[src/rtl/kee_pkg.sv]
// Shared types, key tables and constants for the keypad edge event encoder.
package kee_pkg;

    localparam int KEY_COUNT = 12;

    // Per-unit state word held in the state memory
    typedef struct packed {
        logic [11:0] pressed;
        logic [2:0]  serial;
        logic [31:0] edge_word;
        logic [15:0] level_word;
    } t_unit_state;

    typedef enum logic [0:0] {
        CFG_FLIP_ROWS = 1'b0,
        CFG_FREEZE    = 1'b1
    } t_cfg_index;

    localparam logic [7:0] EDGE_FLAG = 8'h80;

    // Raw bit looked at for each key
    localparam logic [3:0] RAW_BIT [KEY_COUNT] = '{
        4'd0, 4'd1, 4'd5, 4'd9, 4'd2, 4'd6, 4'd10, 4'd3, 4'd7, 4'd11, 4'd8, 4'd4
    };

    localparam logic [15:0] KEY_CODE [KEY_COUNT] = '{
        16'h0100, 16'h0200, 16'h2000, 16'h0002, 16'h0400, 16'h4000,
        16'h0004, 16'h0800, 16'h8000, 16'h0008, 16'h0001, 16'h1000
    };

    localparam logic [3:0] KEY_NUMBER [KEY_COUNT] = '{
        4'd0, 4'd1, 4'd5, 4'd9, 4'd2, 4'd6, 4'd10, 4'd3, 4'd7, 4'd11, 4'd8, 4'd4
    };

    // Key read by each scan slot when rows are swapped
    localparam logic [3:0] FLIP_KEY [KEY_COUNT] = '{
        4'd11, 4'd7, 4'd8, 4'd9, 4'd4, 4'd5, 4'd6, 4'd1, 4'd2, 4'd3, 4'd10, 4'd0
    };

endpackage

[src/rtl/kee_state_mem.sv]
// Per-unit state memory: one write port, one registered read port with bypass.
module kee_state_mem #(
    parameter int NUM_UNITS = 2,
    parameter int AW        = 1
) (
    input  logic                 i_clk,
    input  logic                 i_rst_n,
    input  logic                 i_rd_en,
    input  logic [AW-1:0]        i_rd_addr,
    output kee_pkg::t_unit_state o_rd_data,
    input  logic                 i_wr_en,
    input  logic [AW-1:0]        i_wr_addr,
    input  kee_pkg::t_unit_state i_wr_data
);
    import kee_pkg::*;

    t_unit_state          r_mem [NUM_UNITS];
    logic [NUM_UNITS-1:0] r_valid;
    t_unit_state          r_rd_data;

    always_ff @(posedge i_clk) begin
        if (i_wr_en) begin
            r_mem[i_wr_addr] <= i_wr_data;
        end
    end

    always_ff @(posedge i_clk) begin
        if (!i_rst_n) begin
            r_valid <= '0;
        end else if (i_wr_en) begin
            r_valid[i_wr_addr] <= 1'b1;
        end
    end

    // write in the same cycle as a read of that entry is passed straight through
    always_ff @(posedge i_clk) begin
        if (i_rd_en) begin
            if (i_wr_en && (i_wr_addr == i_rd_addr)) begin
                r_rd_data <= i_wr_data;
            end else if (r_valid[i_rd_addr]) begin
                r_rd_data <= r_mem[i_rd_addr];
            end else begin
                r_rd_data <= '0;
            end
        end
    end

    assign o_rd_data = r_rd_data;

    a_bypass: assert property (@(posedge i_clk) disable iff (!i_rst_n)
        i_rd_en && i_wr_en && (i_rd_addr == i_wr_addr) |=> o_rd_data == $past(i_wr_data))
        else $error("state bypass lost a write");

    a_valid_set: assert property (@(posedge i_clk) disable iff (!i_rst_n)
        i_wr_en |=> r_valid[$past(i_wr_addr)])
        else $error("entry not marked valid after write");

endmodule

[src/rtl/kee_scan.sv]
// Key scan: level word, new-press detection and edge word update for one poll.
module kee_scan (
    input  logic                 i_flip,
    input  logic [11:0]          i_keys,
    input  kee_pkg::t_unit_state i_state,
    output kee_pkg::t_unit_state o_state
);
    import kee_pkg::*;

    logic [3:0]  slot_key;
    logic [11:0] slot_pr;
    logic [11:0] slot_new;
    logic [11:0] now_pr;
    logic [15:0] level;
    logic [3:0]  new_cnt;
    logic        any_new;
    logic [3:0]  last_slot;
    logic [15:0] clr_mask;
    logic [2:0]  serial_nx;
    logic [2:0]  serial_last;
    logic [15:0] edge_hi;
    logic [15:0] edge_lo;

    always_comb begin
        slot_key = '0;
        slot_pr  = '0;
        slot_new = '0;
        now_pr   = '0;
        level    = '0;
        new_cnt  = '0;
        any_new  = 1'b0;
        last_slot = '0;
        clr_mask = '0;

        // pressed flags and level are indexed by key read, not by slot
        for (int k = 0; k < KEY_COUNT; k++) begin
            now_pr[k] = i_keys[RAW_BIT[k]];
            if (now_pr[k]) begin
                level = level | KEY_CODE[k];
            end
        end

        for (int n = 0; n < KEY_COUNT; n++) begin
            slot_key    = i_flip ? FLIP_KEY[n] : 4'(n);
            slot_pr[n]  = now_pr[slot_key];
            slot_new[n] = now_pr[slot_key] & ~i_state.pressed[slot_key];
            new_cnt     = new_cnt + 4'(slot_new[n]);
        end

        for (int n = 0; n < KEY_COUNT; n++) begin
            if (slot_new[n]) begin
                any_new   = 1'b1;
                last_slot = 4'(n);
            end
        end

        // released slots after the last new press (every released slot if there is none) clear their code bit
        for (int n = 0; n < KEY_COUNT; n++) begin
            if (!slot_pr[n] && (!any_new || (4'(n) > last_slot))) begin
                clr_mask = clr_mask | KEY_CODE[n];
            end
        end
    end

    assign serial_nx   = i_state.serial + new_cnt[2:0];
    assign serial_last = serial_nx - 3'd1;

    assign edge_hi = any_new ? KEY_CODE[last_slot] : i_state.edge_word[31:16];
    assign edge_lo = any_new
        ? ({8'd0, EDGE_FLAG} | {9'd0, serial_last, 4'd0} | {12'd0, KEY_NUMBER[last_slot]})
        : i_state.edge_word[15:0];

    always_comb begin
        o_state.pressed    = now_pr;
        o_state.serial     = serial_nx;
        o_state.edge_word  = {edge_hi & ~clr_mask, edge_lo};
        o_state.level_word = level;
    end

endmodule

[src/rtl/keypad_edge_event_encoder.sv]
// Top level of the keypad edge event encoder: handshakes, config and pipeline.
//
// Usage:
//  - s_axis carries one keypad poll per word: tdata[0] unit, tdata[12:1] raw keys.
//  - m_axis returns one word per poll: tdata[15:0] key level, tdata[47:16] key edge.
//  - The config channel (i_cfg_valid/o_cfg_ready, i_cfg_index, i_cfg_data) writes
//    flip_rows (index 0) and freeze (index 1); it is always ready. Write it only
//    while no poll is in flight.
//  - An accepted poll goes through the scan stage register, then the output register.
//  - Throughput: one poll per cycle while m_axis does not stall. The per-unit state
//    is read from the state memory at acceptance and written back (unless frozen)
//    as the poll leaves; a poll of that unit accepted then gets it via the bypass.
//  - Reset clears the config, the output and every unit's state (each entry
//    reads as zero until first written). s_axis_tready stays low during reset
//    and until the run flag is set after it.
//  - When m_axis stalls the finished word is held in the output register and
//    one further poll is taken and held in the scan stage; then s_axis_tready
//    drops until the output is taken.
//  - Units beyond the last one are mapped to the last unit.
module keypad_edge_event_encoder #(
    parameter int NUM_UNITS = 2
) (
    input  logic        i_clk,
    input  logic        i_rst_n,
    input  logic        s_axis_tvalid,
    output logic        s_axis_tready,
    input  logic [15:0] s_axis_tdata,   // [0] unit, [12:1] raw_keys, [15:13] zero
    output logic        m_axis_tvalid,
    input  logic        m_axis_tready,
    output logic [47:0] m_axis_tdata,   // [15:0] press_level, [47:16] press_event
    input  logic        i_cfg_valid,
    output logic        o_cfg_ready,
    input  logic        i_cfg_index,
    input  logic        i_cfg_data
);
    import kee_pkg::*;

    localparam int AW = (NUM_UNITS > 1) ? $clog2(NUM_UNITS) : 1;
    localparam logic [AW-1:0] LAST_UNIT = AW'(NUM_UNITS - 1);

    logic          r_run;
    logic          r_flip;
    logic          r_freeze;
    logic          r_s1_valid;
    logic [AW-1:0] r_s1_unit;
    logic [11:0]   r_s1_keys;
    logic          r_out_valid;
    logic [15:0]   r_out_level;
    logic [31:0]   r_out_edge;

    logic          in_acc;
    logic          s1_move;
    logic [AW-1:0] in_unit;
    logic          wr_en;
    t_unit_state   rd_state;
    t_unit_state   upd_state;
    t_cfg_index    cfg_idx;

    assign s1_move       = r_s1_valid && (!r_out_valid || m_axis_tready);
    assign s_axis_tready = r_run && (!r_s1_valid || s1_move);
    assign in_acc        = s_axis_tvalid && s_axis_tready;
    assign in_unit       = (AW'(s_axis_tdata[0]) > LAST_UNIT) ? LAST_UNIT
                                                              : AW'(s_axis_tdata[0]);
    assign wr_en         = s1_move && !r_freeze;
    assign o_cfg_ready   = 1'b1;
    assign cfg_idx       = t_cfg_index'(i_cfg_index);

    always_ff @(posedge i_clk) begin
        if (!i_rst_n) begin
            r_run    <= 1'b0;
            r_flip   <= 1'b0;
            r_freeze <= 1'b0;
        end else begin
            r_run <= 1'b1;
            if (i_cfg_valid) begin
                unique case (cfg_idx)
                    CFG_FLIP_ROWS: r_flip   <= i_cfg_data;
                    CFG_FREEZE:    r_freeze <= i_cfg_data;
                    default:       r_flip   <= r_flip;
                endcase
            end
        end
    end

    kee_state_mem #(
        .NUM_UNITS (NUM_UNITS),
        .AW        (AW)
    ) u_mem (
        .i_clk     (i_clk),
        .i_rst_n   (i_rst_n),
        .i_rd_en   (in_acc),
        .i_rd_addr (in_unit),
        .o_rd_data (rd_state),
        .i_wr_en   (wr_en),
        .i_wr_addr (r_s1_unit),
        .i_wr_data (upd_state)
    );

    kee_scan u_scan (
        .i_flip  (r_flip),
        .i_keys  (r_s1_keys),
        .i_state (rd_state),
        .o_state (upd_state)
    );

    // scan stage
    always_ff @(posedge i_clk) begin
        if (!i_rst_n) begin
            r_s1_valid <= 1'b0;
        end else if (in_acc) begin
            r_s1_valid <= 1'b1;
        end else if (s1_move) begin
            r_s1_valid <= 1'b0;
        end
    end

    always_ff @(posedge i_clk) begin
        if (in_acc) begin
            r_s1_unit <= in_unit;
            r_s1_keys <= s_axis_tdata[12:1];
        end
    end

    // output register; frozen polls return the held words
    always_ff @(posedge i_clk) begin
        if (!i_rst_n) begin
            r_out_valid <= 1'b0;
        end else if (s1_move) begin
            r_out_valid <= 1'b1;
        end else if (m_axis_tready) begin
            r_out_valid <= 1'b0;
        end
    end

    always_ff @(posedge i_clk) begin
        if (s1_move) begin
            r_out_level <= r_freeze ? rd_state.level_word : upd_state.level_word;
            r_out_edge  <= r_freeze ? rd_state.edge_word  : upd_state.edge_word;
        end
    end

    assign m_axis_tvalid = r_out_valid;
    assign m_axis_tdata  = {r_out_edge, r_out_level};

    a_s1_hold: assert property (@(posedge i_clk) disable iff (!i_rst_n)
        r_s1_valid && !s1_move |=> r_s1_valid && $stable(r_s1_unit) && $stable(r_s1_keys))
        else $error("scan stage word lost while stalled");

    a_acc_to_s1: assert property (@(posedge i_clk) disable iff (!i_rst_n)
        in_acc |=> r_s1_valid && (r_s1_unit == $past(in_unit)))
        else $error("accepted poll did not reach scan stage");

    a_frozen_no_wr: assert property (@(posedge i_clk) disable iff (!i_rst_n)
        r_freeze && s1_move |=> (r_out_edge == $past(rd_state.edge_word)))
        else $error("frozen poll did not return held edge word");

endmodule

[config.mk]
export PLATFORM = sky130hd
export DESIGN_NAME = keypad_edge_event_encoder
export DESIGN_NICKNAME = d
export VERILOG_FILES = /design/src/rtl/kee_pkg.sv /design/src/rtl/kee_state_mem.sv /design/src/rtl/kee_scan.sv /design/src/rtl/keypad_edge_event_encoder.sv
export SDC_FILE = /design/constraint.sdc
export NUM_CORES = 1
export LEC_CHECK = 0
export ABC_CLOCK_PERIOD_IN_PS = 7770
export BUFFER_PORTS_ARGS = -buffer_cell sky130_fd_sc_hd__buf_2
export CAP_MARGIN = 20
export CORE_ASPECT_RATIO = 1.4
export CORE_MARGIN = 8
export CORE_UTILIZATION = 34
export DETAILED_ROUTE_END_ITERATION = 8
export MAX_ROUTING_LAYER = met4
export PLACE_DENSITY = 0.58
export SETUP_SLACK_MARGIN = 0.4
export SYNTH_ARGS = -nofsm -noshare
export SYNTH_HDL_FRONTEND = slang
export SYNTH_SLANG_ARGS = --single-unit
export TNS_END_PERCENT = 5
[constraint.sdc]
create_clock -name i_clk -period 7.77 [get_ports i_clk]
set_clock_uncertainty 0.2 [all_clocks]
set_input_delay 1.554 -clock i_clk [delete_from_list [all_inputs] [get_ports i_clk]]
set_output_delay 1.554 -clock i_clk [all_outputs]
set_load 0.1 [all_outputs]
## Word-level counts from Yosys, hierarchy flattened

Memories as Yosys holds them, arrays and structs flattened.
Index checks and enable logic that the tools add are counted.

- Bits in registers: 131
- Memory bits (writable): 126
- ROM bits: 320
- Bits of input ports: 23
- Output and inout bits: 51
- Logic and storage cells: 247
- Memories kept: 3

- $add $sub $neg: 13
- Order comparisons: 25
- Equal/unequal tests: 1
- Mux-type cells: 109
- Bitwise gates (word level): 30
- Reduce and logical (&&, ||, !) cells: 52

Memories:

| name | words | bits a word | rd ports | clocked after Yosys merged registers in | wr ports | RTL line | text |
|---|---|---|---|---|---|---|---|
| (name not given) | 16 | 16 | 1 | 0 | 0 | kee_scan.sv:68 | `assign edge_hi = any_new ? KEY_CODE[last_slot] : i_state.edge_word[31:16];` |
| u_mem.r_mem | 2 | 63 | 1 | 0 | 1 | kee_state_mem.sv:17 | `t_unit_state r_mem [NUM_UNITS];` |
| (name not given) | 16 | 4 | 1 | 0 | 0 | kee_scan.sv:70 | `? ({8'd0, EDGE_FLAG} \| {9'd0, serial_last, 4'd0} \| {12'd0, KEY_NUMBER[last_slot]})` |

Operators by type and width:

| kind | count |
|---|---|
| $mux W63 | 2 |
| $mux W16 | 7 |
| $mux W4 | 20 |
| $bmux W1 S4 | 16 |
| $mux W1 | 42 |
| $lt A4 B5 Y1 const B | 8 |
| $mux W32 | 1 |
| $add A3 B1 Y3 | 10 |
| $mux W15 | 2 |
| $mux W14 | 2 |
| $mux W13 | 2 |
| $mux W12 | 2 |
| $mux W11 | 2 |
| $mux W10 | 2 |
| $logic_and A1 B1 Y1 | 18 |
| $mux W9 | 2 |
| $and A16 B16 Y16 | 1 |
| $gt A3 B4 Y1 const A | 4 |
| $gt A4 B4 Y1 const A | 4 |
| $logic_not A1 Y1 | 16 |
| $not A16 Y16 | 1 |
| $logic_or A1 B1 Y1 | 14 |
| $not A1 Y1 | 13 |
| $and A1 B1 Y1 | 12 |
| other kinds (18) | 27 |

## Logic depth before layout (Yosys ltp)

Gate-level depths: netlist of the first run.

- Word-level depth: 35
- Mapped depth: 19
- Mapped depth without buffers: 18

## By module

A second synthesis of the first run with hierarchy kept.

- Cells, all modules: 741
- Area total of the unflattened synthesis: 11897.7 um^2

By module, submodules not included:

| module | instances | cells each | area an instance (um^2) | sequential area each (um^2) |
|---|---|---|---|---|
| kee_state_mem | 1 | 406 | 7495.9 | 5715.5 |
| keypad_edge_event_encoder | 1 | 138 | 2874.0 | 1931.9 |
| kee_scan | 1 | 197 | 1527.7 | 0.0 |

## Worst setup path before layout of the first run

No wires, ideal clock.

- Path type: in2reg
- Start point: in m_axis_tready
- End point: mem u_mem.r_mem[0][12] in the netlist's numbering (enable)
- Setup time: 522 ps
- Data arrival time: 6415 ps
- Required time: 7048 ps
- Path slack: 633 ps
- Cell stages on the path: 3
- Path buffers: 0
- Path through: nand2b_1 > and2_1 > nor3b_1

- Word-level cells in the longest chain between the ends: 5

Ends and longest elaborated chain:

| element | RTL line | text |
|---|---|---|
| start: declaration | keypad_edge_event_encoder.sv:29 | `input logic m_axis_tready,` |
| $logic_or A1 B1 Y1 | keypad_edge_event_encoder.sv:59 | `assign s1_move = r_s1_valid && (!r_out_valid \|\| m_axis_tready);` |
| $logic_and A1 B1 Y1 | keypad_edge_event_encoder.sv:59 |  |
| net s1_move | keypad_edge_event_encoder.sv:52 | `logic s1_move;` |
| $logic_and A1 B1 Y1 | keypad_edge_event_encoder.sv:64 | `assign wr_en = s1_move && !r_freeze;` |
| $mux W1 | kee_state_mem.sv:22 | `if (i_wr_en) begin` |
| $mux W1 (not written as such) | kee_state_mem.sv:23 | `r_mem[i_wr_addr] <= i_wr_data;` |
| end: declaration | kee_state_mem.sv:17 |  |

The timed path passes the listed nets, and every way through them passes these cells.

==> impl_metrics.yaml, run 1 <==
worst_setup_path:
  startpoint_type: "flop"
  cp_max_fo: 26
  critPathKind: "flop to flop"
  crit_path_end_kind: "flop"
  crit_arrival_ns: 6.17
  required_ns: 7.81
  r2r_slack_ns: 1.64
min_path:
  hold_path_class: "flop to flop"
yosys:
  yosysTopAreaCellShare_pct: 64.6
  synth_edf_count: 198
  async_flop_share_pct: 0
  syn_avg_cell_area_sq_um: 14.2
  synthTopCellsByArea: "edfxtp_1 65%, mux2i_1 4.1%, mux2_2 2.8%"
  ys_seq_elements: 205
  synth_ff_type: "edfxtp_1"
  yosysWarnings: 0
  synthCells: 649
  seq_area_frac_synth_pct: 66.2
  synth_top_area_cell: "edfxtp_1"
  synth_common_cells: "198 x edfxtp_1, 40 x nor2_1, 38 x mux2i_1, 33 x nand2_1, 31 x inv_1"
  yosysMostFrequentCell: "edfxtp_1"
  yosysUniqueCellTypes: 66
  syn_area_sq_um: 9200
timing:
  period_share_pct: 78.9
  fin_crit_ns: 6.13
  slew_violations: 0
  hold_viol: 0
  max_freq_mhz: 163
  timing.hold.ws_ns: 0.285
  setup-violations-final: 0
  grt_setup_unrepaired: "no"
  tightest_slew_ns: 1.01
  slew_headroom_pct: 32.5
  fin_setup_tns_ns: 0
floorplan:
  io_pins: 74
  rows: 71
  core_area_sq_um: 26700
  die_x_microns: 155
  start_util_pct: 34.4
  die_h_microns: 211
  die_area_sq_um: 32600
grt:
  grt_pass1_wl_mm: 33.6
  antenna_found_initial: 0
  grt_pass1_vias: 5857
  grt_overflow: 0
  grt_max_degree: 62
  grt_usage_pct: 13.5
cells_and_area:
  drive_gt1_share_pct: 20.1
  fin_nets: 755
  fin_cells: 1092
  syn_to_final_growth_pct: 15.5
  diodes: 0
cts:
  root_buffer: "clkbuf_16"
  hold_buffers: 0
  clock_sinks: 205
  cts_max_path_buffers: 3
  ctsHtreeMaxLevel: 1
  cts_tree: "yes"
  numCtsBuffers: 21
  cts_setup_buffers: 0
  post_cts_resized: 0
  clock_latency_ns: 0.50
  path_clk_slew_ns: 0.06
power:
  p_per_area_nw_per_um2: 263
  ir_worst_vdd_mv: 0.112
  power_leakage_uw: 0.00385
drt:
  drt-total-wl_mm: 21.4
  wl_per_cell_microns: 19.6
  ant_nets: 0
  drt_iter0_markers: 290
  routed_via_density: 5.06
  dr.pass1.iters: 5
  drc_errors: 0
  vias: 5529
run_status:
  status: "complete, no violations"
job:
  maxCapViolCount: 0
placement:
  io_buffers: 65
  hpwlAfterDp_mm: 13.4
  place_congestion: 0.882
  place_inst: 1055
cells in the final DEF, fill, tap and decap left out, types with 12 or more instances in the layout:
master       n
edfxtp_1   198
buf_2       65
nor2_1      40
mux2i_1     38
nand2_1     32
inv_1       31
mux2_2      23
clkbuf_16   21
o21ai_0     17
o2bb2ai_1   16
and2_1      14
a21oi_1     12
a221oi_1    12
and3_1      12
ha_1        12
buf_4       12
per-layer routing:
| metal | routed length [microns] | track usage [%] | up-vias |
|---|---|---|---|
| li1 | - | - | 2609 |
| met1 | 8640 | 15.0 | 2743 |
| met2 | 11400 | 24.6 | 136 |
| met3 | 860 | 1.60 | 41 |
| met4 | 544 | 4.74 | 0 |
| met5 | 0 | - | - |
worst paths after layout:
kind / startpoint / endpoint / cells past startpoint
worst min register to register: u_mem.r_valid[0] / u_mem.r_valid[0] / 1
worst max-delay path: r_flip / u_mem.o_rd_data[22] / 16
worst max register to register: r_flip / u_mem.o_rd_data[22] / 16
worst min-delay path: u_mem.r_valid[0] / u_mem.r_valid[0] / 1
where the power goes:
| group | switching, uW | internal (uW) |
|---|---|---|
| logic | 296 | 135 |
| clock network | 421 | 633 |
| registers | 19.6 | 1290 |
critical path: stages, from the launching register on:
cell and delay, ns:
dfxtp_1 0.88, o21ai_0 0.40, ha_1 0.38, inv_1 0.05
fa_1 0.48, fa_1 0.53, fa_1 0.55, inv_1 0.05
fa_1 0.53, ha_1 0.14, inv_1 0.05, fa_1 0.38
xnor2_1 0.21, xnor3_1 0.40, xor2_1 0.20, o211a_1 0.15
a311o_1 0.26
registers in the layout, indices dropped and copies added, names as in the netlist:
signal / cells
r_flip: 1
r_out_edge: 32
r_run: 1
r_s1_keys: 12
r_s1_unit: 1
u_mem.r_valid: 2
r_freeze: 1
r_out_level: 12
m_axis_tvalid: 1
r_s1_valid: 1
u_mem.o_rd_data: 47
u_mem.r_mem: 94
final cells by class:
cell class | instances | area (sq um)
Clock buffer | 25 | 541
Clock inverter | 12 | 174
Fill cell | 2496 | 16100
Inverter | 31 | 116
Multi-Input combinational cell | 377 | 2830
Sequential cell | 205 | 6090
Tap cell | 365 | 457
Timing Repair Buffer | 77 | 415
cell families after synthesis:
family          count (synthesis)  synth area share, %
flops                         205                 66.2
fa+ha+maj                      19                 3.16
compound gates                121                 10.1
mux                            61                 6.95
xor+xnor                        6                0.721
simple gates                  165                 9.54
buf+inv                        70                 3.33
other cells                     2               0.0817
per-stage QoR:
stage	setup slack (ns)	util (%)	power [uW]	area, sq um
floorplan	0.633	-	1650	9210
global placement	1.74	37.1	1750	9910
detailed placement	1.65	37.1	1770	9910
CTS	1.63	39.7	2820	10600
global route	1.21	39.7	2900	10600
finish	1.64	39.7	2790	10600
Power figures use the tool's default switching activity.
==> run 2: changes to the inputs <==
--- a/config.mk
+++ b/config.mk
@@ -5,7 +5,7 @@
 export SDC_FILE = /design/constraint.sdc
 export NUM_CORES = 1
 export LEC_CHECK = 0
-export ABC_CLOCK_PERIOD_IN_PS = 7770
+export ABC_CLOCK_PERIOD_IN_PS = 5890
 export BUFFER_PORTS_ARGS = -buffer_cell sky130_fd_sc_hd__buf_2
 export CAP_MARGIN = 20
 export CORE_ASPECT_RATIO = 1.4
==> constraint.sdc (replaced) <==
create_clock -name i_clk -period 5.89 [get_ports i_clk]
set_clock_uncertainty 0.2 [all_clocks]
set_input_delay 1.178 -clock i_clk [delete_from_list [all_inputs] [get_ports i_clk]]
set_output_delay 1.178 -clock i_clk [all_outputs]
set_load 0.1 [all_outputs]
==> run 2 against run 1 <==
  * Total power is 32% higher
  * Global-route usage is 0.092 points higher
  * Critical path depth stayed put
  * Combinational power is 34% higher
  * Sequential share of layout area is 0.65 points lower
  * First-iteration DRC count is 12% higher
  * Core utilization is 0.48 points higher
  * Clock power is 33% higher
  * Register-to-register slack worse by 1.0 ns
  * Worst hold slack better by 0.0054 ns
  * Largest power group unchanged
  * Highest routed layer unchanged
==> impl_metrics.yaml, run 2 (same netlist as run 1, synthesis figures left out) <==
run_status:
  status: "complete, no violations"
worst_setup_path:
  crit_arrival_ns: 5.33
  required_ns: 5.94
  critPathKind: "flop to flop"
  crit_path_end_kind: "flop"
  cp_max_fo: 11
  startpoint_type: "flop"
placement:
  place_inst: 1065
  place_congestion: 0.865
  hpwlAfterDp_mm: 14.1
  io_buffers: 65
timing:
  slew_headroom_pct: 30.5
  slew_violations: 0
  setup-violations-final: 0
  grt_setup_unrepaired: "no"
  period_share_pct: 89.6
  fin_setup_tns_ns: 0
  tightest_slew_ns: 1.04
  timing.hold.ws_ns: 0.290
  hold_viol: 0
  fin_crit_ns: 5.28
  max_freq_mhz: 189
cts:
  path_clk_slew_ns: 0.07
  cts_max_path_buffers: 3
  clock_sinks: 205
  root_buffer: "clkbuf_16"
  ctsHtreeMaxLevel: 1
  cts_tree: "yes"
  numCtsBuffers: 20
  hold_buffers: 0
  clock_latency_ns: 0.50
grt:
  grt_usage_pct: 13.6
  grt_pass1_wl_mm: 33.4
  grt_max_degree: 45
  grt_overflow: 0
  grt_pass1_vias: 5868
  antenna_found_initial: 0
power:
  p_per_area_nw_per_um2: 344
  power_leakage_uw: 0.00394
  ir_worst_vdd_mv: 0.217
  power_uw: 3700
cells_and_area:
  n_fill_cell: 2498
  fin_nets: 765
  layout_common_cells: "198 x edfxtp_1, 65 x buf_2, 38 x nor2_1, 38 x mux2i_1, 33 x nand2_1"
  fin_cells: 1102
  diodes: 0
  syn_to_final_growth_pct: 16.9
  largest_reg_flops: 94
  layout_commonest_cell: "edfxtp_1"
  largest-register: "u_mem.r_mem"
  drive_gt1_share_pct: 22.9
drt:
  dr.pass1.iters: 5
  routed_via_density: 5.03
  ant_nets: 0
  drt_iter0_markers: 324
  drt-total-wl_mm: 21.7
  drc_errors: 0
  wl_per_cell_microns: 19.6
  vias: 5541
floorplan:
  die_area_sq_um: 32600
  die_h_microns: 211
  core_area_sq_um: 26700
  start_util_pct: 34.4
  die_x_microns: 155
  rows: 71
  io_pins: 74
min_path:
  hold_path_class: "flop to flop"
job:
  maxCapViolCount: 0
-- run 2: cell count changes in the layout (fill, tap and decap cells not counted), sizes merged --
| cell | before | now |
|---|---|---|
| clkbuf | 25 | 21 |
| bufinv | 4 | 3 |
| buf | 77 | 88 |
| inv | 32 | 36 |
| clkinvlp | 3 | 1 |
| clkinv | 4 | 6 |
-- run 2: worst paths after layout --
kind                     from  cells past startpoint                  end  slack, ns
min reg2reg  u_mem.r_valid[0]                      1     u_mem.r_valid[0]       0.29
max                    r_flip                     16  u_mem.o_rd_data[22]       0.61
max reg2reg            r_flip                     16  u_mem.o_rd_data[22]       0.61
min          u_mem.r_valid[0]                      1     u_mem.r_valid[0]       0.29
-- run 2: metrics by stage --
step	util (%)	setup slack [ns]	cell area (sq um)
2_1_floorplan	-	0.132	9210
3_3_place_gp	37.4	0.257	10000
4_1_cts	40.1	0.453	10700
3_5_place_dp	37.4	0.203	10000
5_1_grt	40.2	0.432	10800
6_report	40.2	0.610	10800
-- run 2: worst max-delay path: stages, from the launching register on --
cell and delay, ns:
dfxtp_4 0.39, buf_4 0.17, or3b_1 0.41, and2_1 0.21
fa_1 0.50, fa_1 0.44, fa_1 0.54, inv_1 0.05
fa_1 0.54, ha_1 0.14, inv_1 0.05, fa_2 0.34
xnor2_2 0.14, xnor3_2 0.31, xor2_1 0.19, o211a_1 0.14
a311o_1 0.26
-- run 2: where the power goes --
part / switching (uW) / internal (uW) / total, uW
Sequential: 22.7 / 1700 / 1720
Clock: 597 / 801 / 1400
Combinational: 391 / 188 / 578
Total: 1010 / 2690 / 3700
-- run 2: layer usage --
layer,routed length [microns],share of wire [%],GRT usage (%),vias to the layer above
li1,-,-,-,2639
met1,8930,41,15.3,2765
met2,11500,53,24.5,102
met3,696,3.2,1.68,35
met4,489,2.3,4.61,0
met5,0,0,-,-
-- run 2: layout make-up --
cell class	count	area, sq um	share of cell area [%]
Timing Repair Buffer	88	510	4.75
Clock buffer	21	526	4.89
Tap cell	365	457	4.25
Clock inverter	15	188	1.75
Multi-Input combinational cell	377	2860	26.6
Sequential cell	205	6090	56.6
Inverter	31	116	1.08
-- run 2: what timing repair did --
action                                  4_1_cts  5_1_grt
gates resized for setup                       3        9
pin swaps                                     1        2
setup buffers                                 0        1
endpoints found under the setup margin        4        4
hold endpoints to repair                      0        0
